==> src/psc_pkg.sv <==
// ----------------------------------------------------------------------------
// psc_pkg
// Shared types and constants of the PI speed controller: mode codes, duty
// select codes, register indexes, the duty-map constants and the
// controller-to-datapath command and status groups.
// ----------------------------------------------------------------------------
package psc_pkg;

   // Control modes, as reported on the result channel.
   localparam logic [1:0] MODE_IDLE     = 2'd0;
   localparam logic [1:0] MODE_STARTING = 2'd1;
   localparam logic [1:0] MODE_RUNNING  = 2'd2;
   localparam logic [1:0] MODE_ESTOP    = 2'd3;

   // Source of the duty written into the output register.
   localparam logic [1:0] DSEL_ZERO  = 2'd0;
   localparam logic [1:0] DSEL_START = 2'd1;
   localparam logic [1:0] DSEL_QUOT  = 2'd2;

   // Configuration register port.
   localparam int CSR_ADDR_W = 5;
   localparam int CSR_DATA_W = 32;

   localparam logic [2:0] REG_KP_GAIN        = 3'd0;
   localparam logic [2:0] REG_KI_GAIN        = 3'd1;
   localparam logic [2:0] REG_INTEGRAL_LIMIT = 3'd2;
   localparam logic [2:0] REG_ERROR_LIMIT    = 3'd3;
   localparam logic [2:0] REG_ESTOP_DECEL    = 3'd4;
   localparam logic [2:0] REG_STOP_DUTY      = 3'd5;
   localparam logic [2:0] REG_STARTUP_DUTY   = 3'd6;
   localparam logic [2:0] REG_OVERSPEED      = 3'd7;

   // Duty map: duty = (6*R*R + 3000*R + 141860000) / 10000000, the bias
   // already holding the half step for rounding. Since 1e7 = 128 * 78125,
   // the numerator is shifted right by 7 and the rest of the division is a
   // multiply by ceil(2^43 / 78125) followed by a shift by 43. That is exact
   // for every shifted numerator below 2^26, which covers all 16-bit targets.
   localparam logic [26:0]        RECIP_MUL   = 27'd112589991;
   localparam int                 RECIP_SHIFT = 43;
   localparam logic signed [34:0] NUM_BIAS    = 35'sd141860000;
   localparam logic signed [12:0] LIN_COEF    = 13'sd3000;

   typedef struct packed {
      logic [3:0]  kp_gain;
      logic [3:0]  ki_gain;
      logic [9:0]  integral_limit;
      logic [11:0] error_limit;
      logic [12:0] estop_decel;
      logic [9:0]  stop_duty;
      logic [9:0]  startup_duty;
      logic [14:0] overspeed_threshold;
   } cfg_type;

   typedef struct packed {
      logic       load;
      logic       check;
      logic       integ;
      logic       gain;
      logic       tgt;
      logic       tgt_estop;
      logic       square;
      logic       numer;
      logic       div_step;
      logic       out_load;
      logic [1:0] duty_sel;
   } cmd_type;

   typedef struct packed {
      logic estop;
      logic over;
      logic below_stop;
   } sts_type;

endpackage

==> src/psc_regs.sv <==
// ----------------------------------------------------------------------------
// psc_regs
// Configuration register file behind the APB-style port.
// ----------------------------------------------------------------------------
module psc_regs import psc_pkg::*; (
   input  logic                  clock,
   input  logic                  reset,
   input  logic                  csr_psel,
   input  logic                  csr_penable,
   input  logic                  csr_pwrite,
   input  logic [CSR_ADDR_W-1:0] csr_paddr,
   input  logic [CSR_DATA_W-1:0] csr_pwdata,
   output logic [CSR_DATA_W-1:0] csr_prdata,
   output logic                  csr_pready,
   output cfg_type               cfg
);

   cfg_type    cfg_ff;
   cfg_type    cfg_in;
   logic       wr_en;
   logic [2:0] reg_idx;

   assign csr_pready = 1'b1;
   assign reg_idx    = csr_paddr[4:2];
   assign wr_en      = csr_psel & csr_penable & csr_pwrite & csr_pready;
   assign cfg        = cfg_ff;

   always_comb begin
      cfg_in = cfg_ff;
      if (wr_en) begin
         unique case (reg_idx)
            REG_KP_GAIN:        cfg_in.kp_gain             = csr_pwdata[3:0];
            REG_KI_GAIN:        cfg_in.ki_gain             = csr_pwdata[3:0];
            REG_INTEGRAL_LIMIT: cfg_in.integral_limit      = csr_pwdata[9:0];
            REG_ERROR_LIMIT:    cfg_in.error_limit         = csr_pwdata[11:0];
            REG_ESTOP_DECEL:    cfg_in.estop_decel         = csr_pwdata[12:0];
            REG_STOP_DUTY:      cfg_in.stop_duty           = csr_pwdata[9:0];
            REG_STARTUP_DUTY:   cfg_in.startup_duty        = csr_pwdata[9:0];
            REG_OVERSPEED:      cfg_in.overspeed_threshold = csr_pwdata[14:0];
            default:            cfg_in = cfg_ff;
         endcase
      end
   end

   always_comb begin
      unique case (reg_idx)
         REG_KP_GAIN:        csr_prdata = {28'd0, cfg_ff.kp_gain};
         REG_KI_GAIN:        csr_prdata = {28'd0, cfg_ff.ki_gain};
         REG_INTEGRAL_LIMIT: csr_prdata = {22'd0, cfg_ff.integral_limit};
         REG_ERROR_LIMIT:    csr_prdata = {20'd0, cfg_ff.error_limit};
         REG_ESTOP_DECEL:    csr_prdata = {19'd0, cfg_ff.estop_decel};
         REG_STOP_DUTY:      csr_prdata = {22'd0, cfg_ff.stop_duty};
         REG_STARTUP_DUTY:   csr_prdata = {22'd0, cfg_ff.startup_duty};
         REG_OVERSPEED:      csr_prdata = {17'd0, cfg_ff.overspeed_threshold};
         default:            csr_prdata = '0;
      endcase
   end

   always_ff @(posedge clock) begin
      if (reset) begin
         cfg_ff.kp_gain             <= 4'd2;
         cfg_ff.ki_gain             <= 4'd1;
         cfg_ff.integral_limit      <= 10'd100;
         cfg_ff.error_limit         <= 12'd500;
         cfg_ff.estop_decel         <= 13'd2000;
         cfg_ff.stop_duty           <= 10'd15;
         cfg_ff.startup_duty        <= 10'd10;
         cfg_ff.overspeed_threshold <= 15'd20000;
      end else begin
         cfg_ff <= cfg_in;
      end
   end

endmodule

==> src/psc_dp.sv <==
// ----------------------------------------------------------------------------
// psc_dp
// Datapath: error and integral, PI target, duty map with one shared
// squarer and a division by a constant done as a reciprocal multiply.
// ----------------------------------------------------------------------------
module psc_dp import psc_pkg::*; (
   input  logic               clock,
   input  logic               reset,
   input  cfg_type            cfg,
   input  cmd_type            cmd,
   input  logic signed [15:0] cur_in,
   input  logic [14:0]        des_in,
   input  logic               estop_in,
   output sts_type            sts,
   output logic [9:0]         duty
);

   logic signed [15:0] cur_ff;
   logic [14:0]        des_ff;
   logic               estop_ff;
   logic signed [17:0] err_ff;
   logic               over_ff;
   logic signed [10:0] isum_ff;
   logic signed [10:0] isum_in;
   logic signed [12:0] pe_ff;
   logic signed [17:0] pp_ff;
   logic signed [15:0] ip_ff;
   logic signed [15:0] r_ff;
   logic [31:0]        sq_ff;
   logic signed [27:0] lin_ff;
   logic [25:0]        nq_ff;
   logic [9:0]         quo_ff;
   logic [9:0]         duty_ff;

   logic signed [17:0] err_in;
   logic               over_in;
   logic signed [18:0] isum_sum;
   logic signed [18:0] ilim_pos;
   logic signed [18:0] ilim_neg;
   logic signed [18:0] isum_clamp;
   logic signed [17:0] elim_pos;
   logic signed [17:0] elim_neg;
   logic signed [17:0] pe_clamp;
   logic signed [17:0] pp_in;
   logic signed [15:0] ip_in;
   logic signed [19:0] tgt_sum;
   logic signed [15:0] r_in;
   logic signed [31:0] sq_in;
   logic signed [27:0] lin_in;
   logic signed [34:0] num_in;
   logic [52:0]        prod;

   assign err_in  = $signed({3'b000, des_ff}) - $signed({{2{cur_ff[15]}}, cur_ff});
   assign over_in = $signed({cur_ff[15], cur_ff}) > $signed({2'b00, cfg.overspeed_threshold});

   // Integral accumulate and symmetric clamp.
   assign isum_sum = $signed({{8{isum_ff[10]}}, isum_ff}) + $signed({err_ff[17], err_ff});
   assign ilim_pos = $signed({9'd0, cfg.integral_limit});
   assign ilim_neg = -ilim_pos;

   always_comb begin
      priority if (isum_sum > ilim_pos) begin
         isum_clamp = ilim_pos;
      end else if (isum_sum < ilim_neg) begin
         isum_clamp = ilim_neg;
      end else begin
         isum_clamp = isum_sum;
      end
   end

   assign isum_in  = isum_clamp[10:0];
   assign elim_pos = $signed({6'd0, cfg.error_limit});
   assign elim_neg = -elim_pos;

   always_comb begin
      priority if (err_ff > elim_pos) begin
         pe_clamp = elim_pos;
      end else if (err_ff < elim_neg) begin
         pe_clamp = elim_neg;
      end else begin
         pe_clamp = err_ff;
      end
   end

   assign pp_in = pe_ff * $signed({1'b0, cfg.kp_gain});
   assign ip_in = isum_ff * $signed({1'b0, cfg.ki_gain});

   always_comb begin
      if (cmd.tgt_estop) begin
         tgt_sum = $signed({{4{cur_ff[15]}}, cur_ff}) - $signed({7'd0, cfg.estop_decel});
      end else begin
         tgt_sum = $signed({{4{cur_ff[15]}}, cur_ff}) + $signed({{2{pp_ff[17]}}, pp_ff})
                 + $signed({{4{ip_ff[15]}}, ip_ff});
      end
      priority if (tgt_sum > 20'sd32767) begin
         r_in = 16'sh7FFF;
      end else if (tgt_sum < -20'sd32768) begin
         r_in = 16'sh8000;
      end else begin
         r_in = tgt_sum[15:0];
      end
   end

   assign sq_in  = r_ff * r_ff;
   assign lin_in = r_ff * LIN_COEF;
   assign num_in = $signed({1'b0, sq_ff, 2'b00}) + $signed({2'b00, sq_ff, 1'b0})
                 + $signed({{7{lin_ff[27]}}, lin_ff}) + NUM_BIAS;

   // The numerator is always positive and below 2^33, so after the shift by
   // 7 it fits 26 bits; the quotient is the top ten bits of the product.
   assign prod = nq_ff * RECIP_MUL;

   assign sts.estop      = estop_ff;
   assign sts.over       = over_ff;
   assign sts.below_stop = quo_ff < cfg.stop_duty;
   assign duty           = duty_ff;

   always_ff @(posedge clock) begin
      if (reset) begin
         isum_ff <= '0;
      end else if (cmd.integ) begin
         isum_ff <= isum_in;
      end
   end

   always_ff @(posedge clock) begin
      if (cmd.load) begin
         cur_ff   <= cur_in;
         des_ff   <= des_in;
         estop_ff <= estop_in;
      end
      if (cmd.check) begin
         err_ff  <= err_in;
         over_ff <= over_in;
      end
      if (cmd.integ) begin
         pe_ff <= pe_clamp[12:0];
      end
      if (cmd.gain) begin
         pp_ff <= pp_in;
         ip_ff <= ip_in;
      end
      if (cmd.tgt) begin
         r_ff <= r_in;
      end
      if (cmd.square) begin
         sq_ff  <= sq_in;
         lin_ff <= lin_in;
      end
      if (cmd.numer) begin
         nq_ff <= num_in[32:7];
      end
      if (cmd.div_step) begin
         quo_ff <= prod[RECIP_SHIFT +: 10];
      end
      if (cmd.out_load) begin
         unique case (cmd.duty_sel)
            DSEL_ZERO:  duty_ff <= '0;
            DSEL_START: duty_ff <= cfg.startup_duty;
            DSEL_QUOT:  duty_ff <= quo_ff;
            default:    duty_ff <= '0;
         endcase
      end
   end

endmodule

==> src/psc_ctrl.sv <==
// ----------------------------------------------------------------------------
// psc_ctrl
// Controller: sequences one tick through the datapath, keeps the control
// mode and holds the result handshake.
// ----------------------------------------------------------------------------
module psc_ctrl import psc_pkg::*; (
   input  logic       clock,
   input  logic       reset,
   input  logic       req_valid,
   output logic       req_ready,
   output logic       rsp_valid,
   input  logic       rsp_ready,
   output logic       rsp_motor_enable,
   output logic [1:0] rsp_mode,
   input  sts_type    sts,
   output cmd_type    cmd
);

   localparam logic [3:0] ST_WAIT  = 4'd0;
   localparam logic [3:0] ST_CHECK = 4'd1;
   localparam logic [3:0] ST_MODE  = 4'd2;
   localparam logic [3:0] ST_INTEG = 4'd3;
   localparam logic [3:0] ST_GAIN  = 4'd4;
   localparam logic [3:0] ST_TGT   = 4'd5;
   localparam logic [3:0] ST_SQ    = 4'd6;
   localparam logic [3:0] ST_NUM   = 4'd7;
   localparam logic [3:0] ST_DIV   = 4'd8;
   localparam logic [3:0] ST_FIN   = 4'd9;

   logic [3:0] state_ff, state_in;
   logic [1:0] mode_ff, mode_in;
   logic       rsp_valid_ff, rsp_valid_in;
   logic       rsp_en_ff, rsp_en_in;
   logic [1:0] rsp_mode_ff, rsp_mode_in;
   logic [1:0] eff_mode;

   assign req_ready        = (state_ff == ST_WAIT);
   assign rsp_valid        = rsp_valid_ff;
   assign rsp_motor_enable = rsp_en_ff;
   assign rsp_mode         = rsp_mode_ff;
   assign eff_mode         = (sts.estop || sts.over) ? MODE_ESTOP : mode_ff;

   always_comb begin
      state_in     = state_ff;
      mode_in      = mode_ff;
      rsp_valid_in = rsp_valid_ff & ~rsp_ready;
      rsp_en_in    = rsp_en_ff;
      rsp_mode_in  = rsp_mode_ff;
      cmd          = '0;
      unique case (state_ff)
         ST_WAIT: begin
            if (req_valid) begin
               cmd.load = 1'b1;
               state_in = ST_CHECK;
            end
         end
         ST_CHECK: begin
            cmd.check = 1'b1;
            state_in  = ST_MODE;
         end
         ST_MODE: begin
            mode_in = eff_mode;
            unique case (eff_mode)
               MODE_RUNNING: state_in = ST_INTEG;
               MODE_ESTOP:   state_in = ST_TGT;
               default:      state_in = ST_FIN;
            endcase
         end
         ST_INTEG: begin
            cmd.integ = 1'b1;
            state_in  = ST_GAIN;
         end
         ST_GAIN: begin
            cmd.gain = 1'b1;
            state_in = ST_TGT;
         end
         ST_TGT: begin
            cmd.tgt       = 1'b1;
            cmd.tgt_estop = (mode_ff == MODE_ESTOP);
            state_in      = ST_SQ;
         end
         ST_SQ: begin
            cmd.square = 1'b1;
            state_in   = ST_NUM;
         end
         ST_NUM: begin
            cmd.numer = 1'b1;
            state_in  = ST_DIV;
         end
         ST_DIV: begin
            cmd.div_step = 1'b1;
            state_in     = ST_FIN;
         end
         ST_FIN: begin
            if (!rsp_valid_ff || rsp_ready) begin
               cmd.out_load = 1'b1;
               rsp_valid_in = 1'b1;
               state_in     = ST_WAIT;
               unique case (mode_ff)
                  MODE_IDLE: begin
                     cmd.duty_sel = DSEL_ZERO;
                     rsp_en_in    = 1'b0;
                  end
                  MODE_STARTING: begin
                     cmd.duty_sel = DSEL_START;
                     rsp_en_in    = 1'b1;
                     mode_in      = MODE_RUNNING;
                  end
                  MODE_RUNNING: begin
                     cmd.duty_sel = DSEL_QUOT;
                     rsp_en_in    = 1'b1;
                  end
                  MODE_ESTOP: begin
                     if (sts.below_stop) begin
                        cmd.duty_sel = DSEL_ZERO;
                        rsp_en_in    = 1'b0;
                        mode_in      = MODE_IDLE;
                     end else begin
                        cmd.duty_sel = DSEL_QUOT;
                        rsp_en_in    = 1'b1;
                     end
                  end
                  default: begin
                     cmd.duty_sel = DSEL_ZERO;
                     rsp_en_in    = 1'b0;
                  end
               endcase
               rsp_mode_in = mode_in;
            end
         end
         default: begin
            state_in = ST_WAIT;
         end
      endcase
   end

   always_ff @(posedge clock) begin
      if (reset) begin
         state_ff     <= ST_WAIT;
         mode_ff      <= MODE_STARTING;
         rsp_valid_ff <= 1'b0;
      end else begin
         state_ff     <= state_in;
         mode_ff      <= mode_in;
         rsp_valid_ff <= rsp_valid_in;
      end
   end

   always_ff @(posedge clock) begin
      rsp_en_ff   <= rsp_en_in;
      rsp_mode_ff <= rsp_mode_in;
   end

endmodule

==> src/pi_speed_controller_with_estop.sv <==
// ----------------------------------------------------------------------------
// pi_speed_controller_with_estop
// PI motor speed controller with emergency stop: one control tick in, one
// PWM duty, enable bit and mode out.
// ----------------------------------------------------------------------------
//
//   Channel   Direction  Handshake                      Payload
//   req_      in         req_valid / req_ready          meas_speed, set_speed,
//                                                       estop_request
//   rsp_      out        rsp_valid / rsp_ready          duty, motor_enable, mode
//   csr_      in/out     psel, penable, pwrite, pready  paddr, pwdata, prdata
//
// An idle or starting tick goes from the mode step straight to the final
// step; a running tick first passes the integral, gain, target, square,
// numerator and reciprocal-multiply steps, an emergency-stopping tick all
// but the first two. The next item can be taken as the result turns valid.
// Reset is synchronous and active high; it restores the register defaults,
// sets the mode to starting and clears the integral.
// The block accepts a new item while the previous result still waits in the
// output register; if that result is still not taken when the next one is
// finished, the controller holds in its final step until it is.
// ----------------------------------------------------------------------------
module pi_speed_controller_with_estop import psc_pkg::*; (
   input  logic                  clock,
   input  logic                  reset,
   input  logic                  req_valid,
   output logic                  req_ready,
   input  logic signed [15:0]    req_meas_speed,
   input  logic [14:0]           req_set_speed,
   input  logic                  req_estop_request,
   output logic                  rsp_valid,
   input  logic                  rsp_ready,
   output logic [9:0]            rsp_duty,
   output logic                  rsp_motor_enable,
   output logic [1:0]            rsp_mode,
   input  logic                  csr_psel,
   input  logic                  csr_penable,
   input  logic                  csr_pwrite,
   input  logic [CSR_ADDR_W-1:0] csr_paddr,
   input  logic [CSR_DATA_W-1:0] csr_pwdata,
   output logic [CSR_DATA_W-1:0] csr_prdata,
   output logic                  csr_pready
);

   cfg_type cfg;
   cmd_type cmd;
   sts_type sts;

   // Configuration registers; writes are only expected while the block is idle.
   psc_regs u_regs (
      .clock       (clock),
      .reset       (reset),
      .csr_psel    (csr_psel),
      .csr_penable (csr_penable),
      .csr_pwrite  (csr_pwrite),
      .csr_paddr   (csr_paddr),
      .csr_pwdata  (csr_pwdata),
      .csr_prdata  (csr_prdata),
      .csr_pready  (csr_pready),
      .cfg         (cfg)
   );

   // The controller owns the mode and the result handshake; it steps the
   // datapath: error, integral, gains, target, square, numerator, divide.
   psc_ctrl u_ctrl (
      .clock            (clock),
      .reset            (reset),
      .req_valid        (req_valid),
      .req_ready        (req_ready),
      .rsp_valid        (rsp_valid),
      .rsp_ready        (rsp_ready),
      .rsp_motor_enable (rsp_motor_enable),
      .rsp_mode         (rsp_mode),
      .sts              (sts),
      .cmd              (cmd)
   );

   // The datapath holds the captured item, the integral and the duty register.
   psc_dp u_dp (
      .clock    (clock),
      .reset    (reset),
      .cfg      (cfg),
      .cmd      (cmd),
      .cur_in   (req_meas_speed),
      .des_in   (req_set_speed),
      .estop_in (req_estop_request),
      .sts      (sts),
      .duty     (rsp_duty)
   );

`ifndef SYNTHESIS
   // A disabled drive always reports zero duty.
   a_disabled_zero_duty: assert property (@(posedge clock) disable iff (reset)
      (rsp_valid && !rsp_motor_enable) |-> (rsp_duty == 10'd0))
      else $error("disabled result with nonzero duty");

   // Idle mode is only ever reported with the drive disabled.
   a_idle_disabled: assert property (@(posedge clock) disable iff (reset)
      (rsp_valid && (rsp_mode == MODE_IDLE)) |-> !rsp_motor_enable)
      else $error("idle result with drive enabled");

   // Starting never reaches a result: it becomes running, or stopping on a stop.
   a_no_starting_result: assert property (@(posedge clock) disable iff (reset)
      rsp_valid |-> (rsp_mode != MODE_STARTING))
      else $error("result reports starting mode");

   // After an item is taken, the block is busy on the next cycle.
   a_busy_after_accept: assert property (@(posedge clock) disable iff (reset)
      (req_valid && req_ready) |=> !req_ready)
      else $error("input accepted back to back");
`endif

endmodule

==> config.mk <==
export PLATFORM = sky130hd
export DESIGN_NAME = pi_speed_controller_with_estop
export DESIGN_NICKNAME = d
export VERILOG_FILES = /design/src/psc_pkg.sv /design/src/psc_regs.sv /design/src/psc_dp.sv /design/src/psc_ctrl.sv /design/src/pi_speed_controller_with_estop.sv
export SDC_FILE = /design/constraint.sdc
export NUM_CORES = 2
export LEC_CHECK = 0
export ABC_AREA = 1
export BUFFER_PORTS_ARGS = -buffer_cell sky130_fd_sc_hd__buf_2
export CAP_MARGIN = 5
export CORE_ASPECT_RATIO = 1.1
export CORE_MARGIN = 2
export CORE_UTILIZATION = 25
export CTS_CLUSTER_SIZE = 20
export DETAILED_ROUTE_END_ITERATION = 8
export GPL_TIMING_DRIVEN = 0
export SETUP_SLACK_MARGIN = 0.15
export SLEW_MARGIN = 25
export SYNTH_ARGS = -nofsm -noshare
export SYNTH_HDL_FRONTEND = slang
export SYNTH_SLANG_ARGS = --single-unit
==> constraint.sdc <==
create_clock -name clock -period 7.3 [get_ports clock]
set_input_delay 0.365 -clock clock [delete_from_list [all_inputs] [get_ports clock]]
set_output_delay 0.365 -clock clock [all_outputs]
set_load 0.02 [all_outputs]
# Yosys cells after proc, flatten, opt, wreduce, memory -nomap -nowiden

Cells that the tools add are included.

Flip-flop bits (word level): 315
Input bits: 76
Output and inout port bits: 48
Logic and storage cells: 134

Add/sub/neg operators: 10
$mul: 5
Order comparisons: 8
Eq/ne operators: 25
Multiplexer cells: 34
Bitwise gates (word level): 4
Reductions and logical operators: 19

Operators by type and width:

| kind                     | count |
|---|---|
| $pmux W32 S8             | 1 |
| $mul A26 B27 Y53 const B | 1 |
| $pmux W4 S10             | 1 |
| $add A33 B28 Y33         | 1 |
| $add A33 B29 Y33 const B | 1 |
| $add A33 B33 Y33         | 1 |
| $mul A16 B16 Y32         | 1 |
| $mul A16 B10 Y25 const B | 1 |
| $mux W11                 | 2 |
| $reduce_and A2 Y1        | 11 |
| $add A19 B16 Y20         | 1 |
| $gt A20 B16 Y1 const B   | 1 |
| $lt A20 B16 Y1 const B   | 1 |
| $mux W20                 | 1 |
| $pmux W10 S2             | 1 |
| $add A16 B18 Y19         | 1 |
| $gt A19 B11 Y1           | 1 |
| $lt A19 B19 Y1           | 1 |
| $neg A10 Y19             | 1 |
| $add A11 B17 Y18         | 1 |
| $lt A17 B18 Y1           | 1 |
| $mul A13 B5 Y18          | 1 |
| $neg A12 Y18             | 1 |
| $gt A17 B13 Y1           | 1 |
| 36 further kinds         | 70 |

# Depth between registers and ports, before layout

Depth in word-level cells: 7
Mapped depth: 27
Gate-level depth less buffers: 27

# Cells and area by module

A second synthesis with hierarchy kept.

Cells, all modules: 5791
Area, all modules: 49752.7 um^2

Modules (own cells, without submodules):

| module   | times used | cells an instance | area an instance (um^2) | seq. area each (um^2) |
|---|---|---|---|---|
| psc_dp   | 1          | 5162              | 45477.4                 | 6646.4 |
| psc_regs | 1          | 522               | 3583.4                  | 1561.5 |
| psc_ctrl | 1          | 107               | 691.9                   | 230.2 |

# Worst setup path after synthesis

No wires, ideal clock.

Path kind: flip-flop to flip-flop
Start: register u_dp.r_ff[15]
End: register u_dp.sq_ff[31], data pin
Library setup time: 260 ps
Arrival: 6271 ps
Setup slack: 769 ps
Cell stages (with the launch flop): 21
Path buffers: 2
Period minus slack after synthesis: 6531 ps
Path through: edfxtp_1 -> clkbuf_1 -> clkbuf_1 -> nand2_1 -> inv_1 -> fa_1 -> fa_1 -> inv_1 -> fa_1 -> fa_1 -> fa_1 -> fa_1 -> inv_1 -> ha_1 -> a21oi_1 -> inv_1 -> a31oi_1 -> a21oi_1 -> a2111oi_0 -> nand2_1 -> xor2_1

Cells in the longest elaborated chain, start to end: 1

Ends and longest elaborated chain:

| element                  | line          | source |
|---|---|---|
| start, declared          | psc_dp.sv:28  | `logic signed [15:0] r_ff;` |
| start signal, assigned   | psc_dp.sv:144 | `r_ff <= r_in;` |
| $mul A16 B16 Y32         | psc_dp.sv:104 | `assign sq_in = r_ff * r_ff;` |
| named net u_dp.sq_in[31] | psc_dp.sv:48  | `logic signed [31:0] sq_in;` |
| end signal, assigned     | psc_dp.sv:147 | `sq_ff <= sq_in;` |
| end, declared            | psc_dp.sv:29  | `logic [31:0] sq_ff;` |

The timed path passes the listed nets, and every way through them passes these cells.
A chain may end at the register's enable or synchronous reset.

# Worst setup path after layout

Start: register u_dp.r_ff[15]
End: register u_dp.sq_ff[28], data pin

The elaborated chain is that of the path after synthesis.

==> flow_summary_export.csv <==
group,metric,value,unit
route,wl_per_cell,16.9,µm
finish,fin_nets,7321,
timing,setup_viol,0,
critical_path,regToRegSetupSlack,0.38,ns
flow_run,max_cap_viol_count,0,
clock_tree,cts.path.max_buffers,3,
finish,final_core_util,28.1,%
global_routing,grt_remaining_overflow,0,
hold_path,min_to,"u_dp.des_ff[0]",
floorplan,initial_core_util,25.2,%
synthesis,synth_mux_area_share,0,%
synthesis,ys_seq_area_share,17.1,%
timing,tightest_slew,0.788,ns
critical_path,start_kind,"register",
synthesis,synth_simple_gate_area_share,11.7,%
route,first_iter_violations,2197,
critical_path,cp_slowest_stage_delay,0.65,ns
route,drc_errors,0,
floorplan,core,195000,µm²
timing,slew_viol_final,0,
clock_tree,cts_made_buffers,38,
critical_path,cpMostUsedCell,"fa_1",
route,ant_nets,0,
global_routing,grt_pass1_vias,39600,
synthesis,synth_seq_cells,313,
critical_path,critical_path_required,7.64,ns
route,vias,37400,
place,place_area,53100,µm²
critical_path,worstPathCellList,"clkbuf_2 > clkbuf_2 > nand2_1 > inv_1 > fa_1 > inv_1 > fa_1 > fa_1 > fa_1 > fa_1 > inv_1 > fa_1 > ha_1 > a21oi_1 > o21ai_0 > a21oi_1 > nand3_1 > a21o_1 > a21boi_0 > o21ai_0 > xor2_1",
pwr,vdd_ir_drop_max,0.799,mV
global_routing,antenna_found_initial,11,
finish,final_cells,8440,
clock_tree,h-tree-depth,2,
global_routing,grt_pass1_wl,224000,µm
finish,final_common_cell,"inv_1",
critical_path,critPathArrivalTime,7.26,ns
clock_tree,cts_tree,"done",
finish,final_cell_mix,"inv_1 (1475), nand2_1 (823), fa_1 (724)",
floorplan,io_pins,124,
status,status,"finished clean",
finish,area_growth_syn_to_layout,11.4,%
critical_path,worstSetupPathType,"reg -> reg",
synthesis,synthesis.area,49200,µm²
timing,max_freq,0.145,GHz
floorplan,rows,170,
critical_path,rr_endpoint,"u_dp.sq_ff[28]",
global_routing,grt_start_max_net_pins,29,
clock_tree,clk_pin_slew,0.06,ns
synthesis,ys_top_cells_by_area,"fa_1 (29%), ha_1 (18%), edfxtp_1 (13%)",
clock_tree,clk_latency,0.60,ns
critical_path,end_kind,"register",
place,routabilityCongestion,0.965,
finish,final_area,54800,µm²
synthesis,synth_xor_area_share,3.22,%
critical_path,cp_max_fo,10,
pwr,power.density,329,nW/µm²
hold_path,hold_depth,1,
synthesis,synthAdderAreaFrac,47.1,%
synthesis,synth_edf_count,217,
synthesis,synth_top_family_by_area,"adder cells",
synthesis,synthDistinctLibCells,57,
synthesis,syn_inst,5627,
synthesis,yosys.area.top_type,"fa_1",
route,post_drt_via_cell_ratio,4.44,
synthesis,async_reset_ff_share,0,%
clock_tree,cts_num_sinks,313,
pwr,p_leak,27.8,nW
place,placedCellCount,8318,
synthesis,synth-compound-area-share,8.70,%
synthesis,synth_top_area_share,29.5,%
route,firstDrtPassIters,5,
global_routing,grt_use_total,14.3,%
timing,hold_violations,0,
critical_path,cp_slowest_cell,"fa_1",
timing,period_share,94.8,%
synthesis,syn_area_per_cell,8.75,µm²
route,routed_wl,143000,µm
timing,rsz0062_at_grt,"true",
floorplan,die-area,201000,µm²
timing,maxSlewHeadroom,47.4,%
finish,drive_gt1_share,4.90,%
timing,finClkSkew,0.0398,ns
floorplan,die_w,427,µm
place,port_buffers,86,
synthesis,ys.flop_type,"edfxtp_1",
critical_path,r2r_cells,21,
hold_path,min-delay-start,"req_set_speed[0]",
timing,min_period,6.92,ns
critical_path,worstReg2RegStart,"u_dp.r_ff[15]",
hold_path,hold_class,"in -> reg",
floorplan,die_h,469,µm
clock_tree,cts_root_buf,"clkbuf_16",
synthesis,ys_warn_count,0,
place,dp_hpwl,122000,µm
[synthesized netlist by cell type, types with 21 or more instances]
cell type / instances
a31oi_1: 25
nor2_1: 287
nor3_1: 41
o211ai_1: 33
nand2_1: 823
a21oi_1: 334
fa_1: 725
inv_1: 1475
nand3_1: 143
ha_1: 693
nand4_1: 38
dfxtp_1: 96
o21ai_0: 212
clkbuf_1: 60
xor2_1: 128
a21o_1: 21
edfxtp_1: 217
xnor2_1: 51
[kinds of logic (layout without fill, tap and decap cells)]
group / count (synthesis) / in the layout
adder cells (fa/ha/maj): 1418 / 1418
AO/OA/AOI/OAI: 751 / 751
AND/OR/NAND/NOR: 1393 / 1393
flip-flops: 313 / 313
other: 2 / 22
XOR/XNOR: 180 / 180
buffers and inverters: 1570 / 1783
[registers in the layout, summed over array words and instances, names as in the netlist, 11 cells and up]
signal,flops
u_dp.ip_ff,16
u_dp.pe_ff,13
u_regs.cfg,78
u_dp.nq_ff,26
u_dp.err_ff,17
u_dp.isum_ff,11
u_dp.des_ff,15
u_dp.cur_ff,16
u_dp.pp_ff,18
u_dp.lin_ff,24
u_dp.r_ff,16
u_dp.sq_ff,31
[metrics by stage]
stage / TNS, ns / worst slack (ns) / hold slack [ns] / power (W)
6_report: 0 / 0.383 / 0.0147 / 0.0181
5_1_grt: 0 / 0.102 / 0.0244 / 0.0198
4_1_cts: 0 / 0.258 / 0.0161 / 0.0181
3_5_place_dp: -4.51 / -0.675 / 0.478 / 0.0161
3_3_place_gp: -4.22 / -0.720 / 0.488 / 0.0160
2_1_floorplan: 0 / 0.769 / 0.448 / 0.0120
[power by group]
group / switching [W] / internal, W / leakage [nW] / total, W
Clock: 0.000808 / 0.00114 / 0.603 / 0.00195
Sequential: 0.000161 / 0.00260 / 2.75 / 0.00276
Combinational: 0.00859 / 0.00476 / 24.4 / 0.0133
[area by class of cell]
type                            instances  area [µm²]
Sequential cell                       313        8440
Clock inverter                         20         229
Buffer                                 85         442
Tap cell                             2580        3230
Timing Repair Buffer                  146         991
Antenna cell                            4        10.0
Multi-Input combinational cell       3760       34900
Inverter                             1483        5570
Fill cell                           20700      141000
Clock buffer                           49        1020
[repair_timing]
action                                  CTS  global route
gates cloned                              0             0
setup buffers                            25             0
endpoints found under the hold margin    26             0
hold buffers                             26             0
endpoints found under the setup margin   12             6
resized for setup                         3            18
[how the worst max path moves through the flow]
stage / start / end / slack, ns / cells past startpoint
finish: u_dp.r_ff[15] / u_dp.sq_ff[28] / 0.38 / 21
CTS: u_dp.r_ff[11] / u_dp.sq_ff[30] / 0.26 / 24
global route: u_dp.r_ff[15] / u_dp.sq_ff[31] / 0.10 / 20
floorplan: u_dp.r_ff[15] / u_dp.sq_ff[31] / 0.77 / 20
global placement: u_dp.r_ff[15] / u_dp.sq_ff[30] / -0.72 / 21
detailed placement: u_dp.r_ff[15] / u_dp.sq_ff[30] / -0.68 / 21
[per-layer routing]
layer / track usage [%] / vias up / routed length (µm)
met5: 0 / - / 30
met4: 5.72 / 4 / 6580
met3: 1.30 / 261 / 6470
met2: 24.9 / 939 / 69700
met1: 18.0 / 18300 / 60000
li1: - / 17900 / -
[critical path: cells and delay by family (launching register included)]
| family | cells | cell delay (ns) |
|---|---|---|
| AO/OA/AOI/OAI | 6 | 1.30 |
| XOR/XNOR | 1 | 0.34 |
| adder cells (fa/ha/maj) | 7 | 3.45 |
| buffers and inverters | 5 | 0.81 |
| flip-flops | 1 | 0.43 |
| AND/OR/NAND/NOR | 2 | 0.34 |
Note: power is estimated with default switching activity, not from simulation.
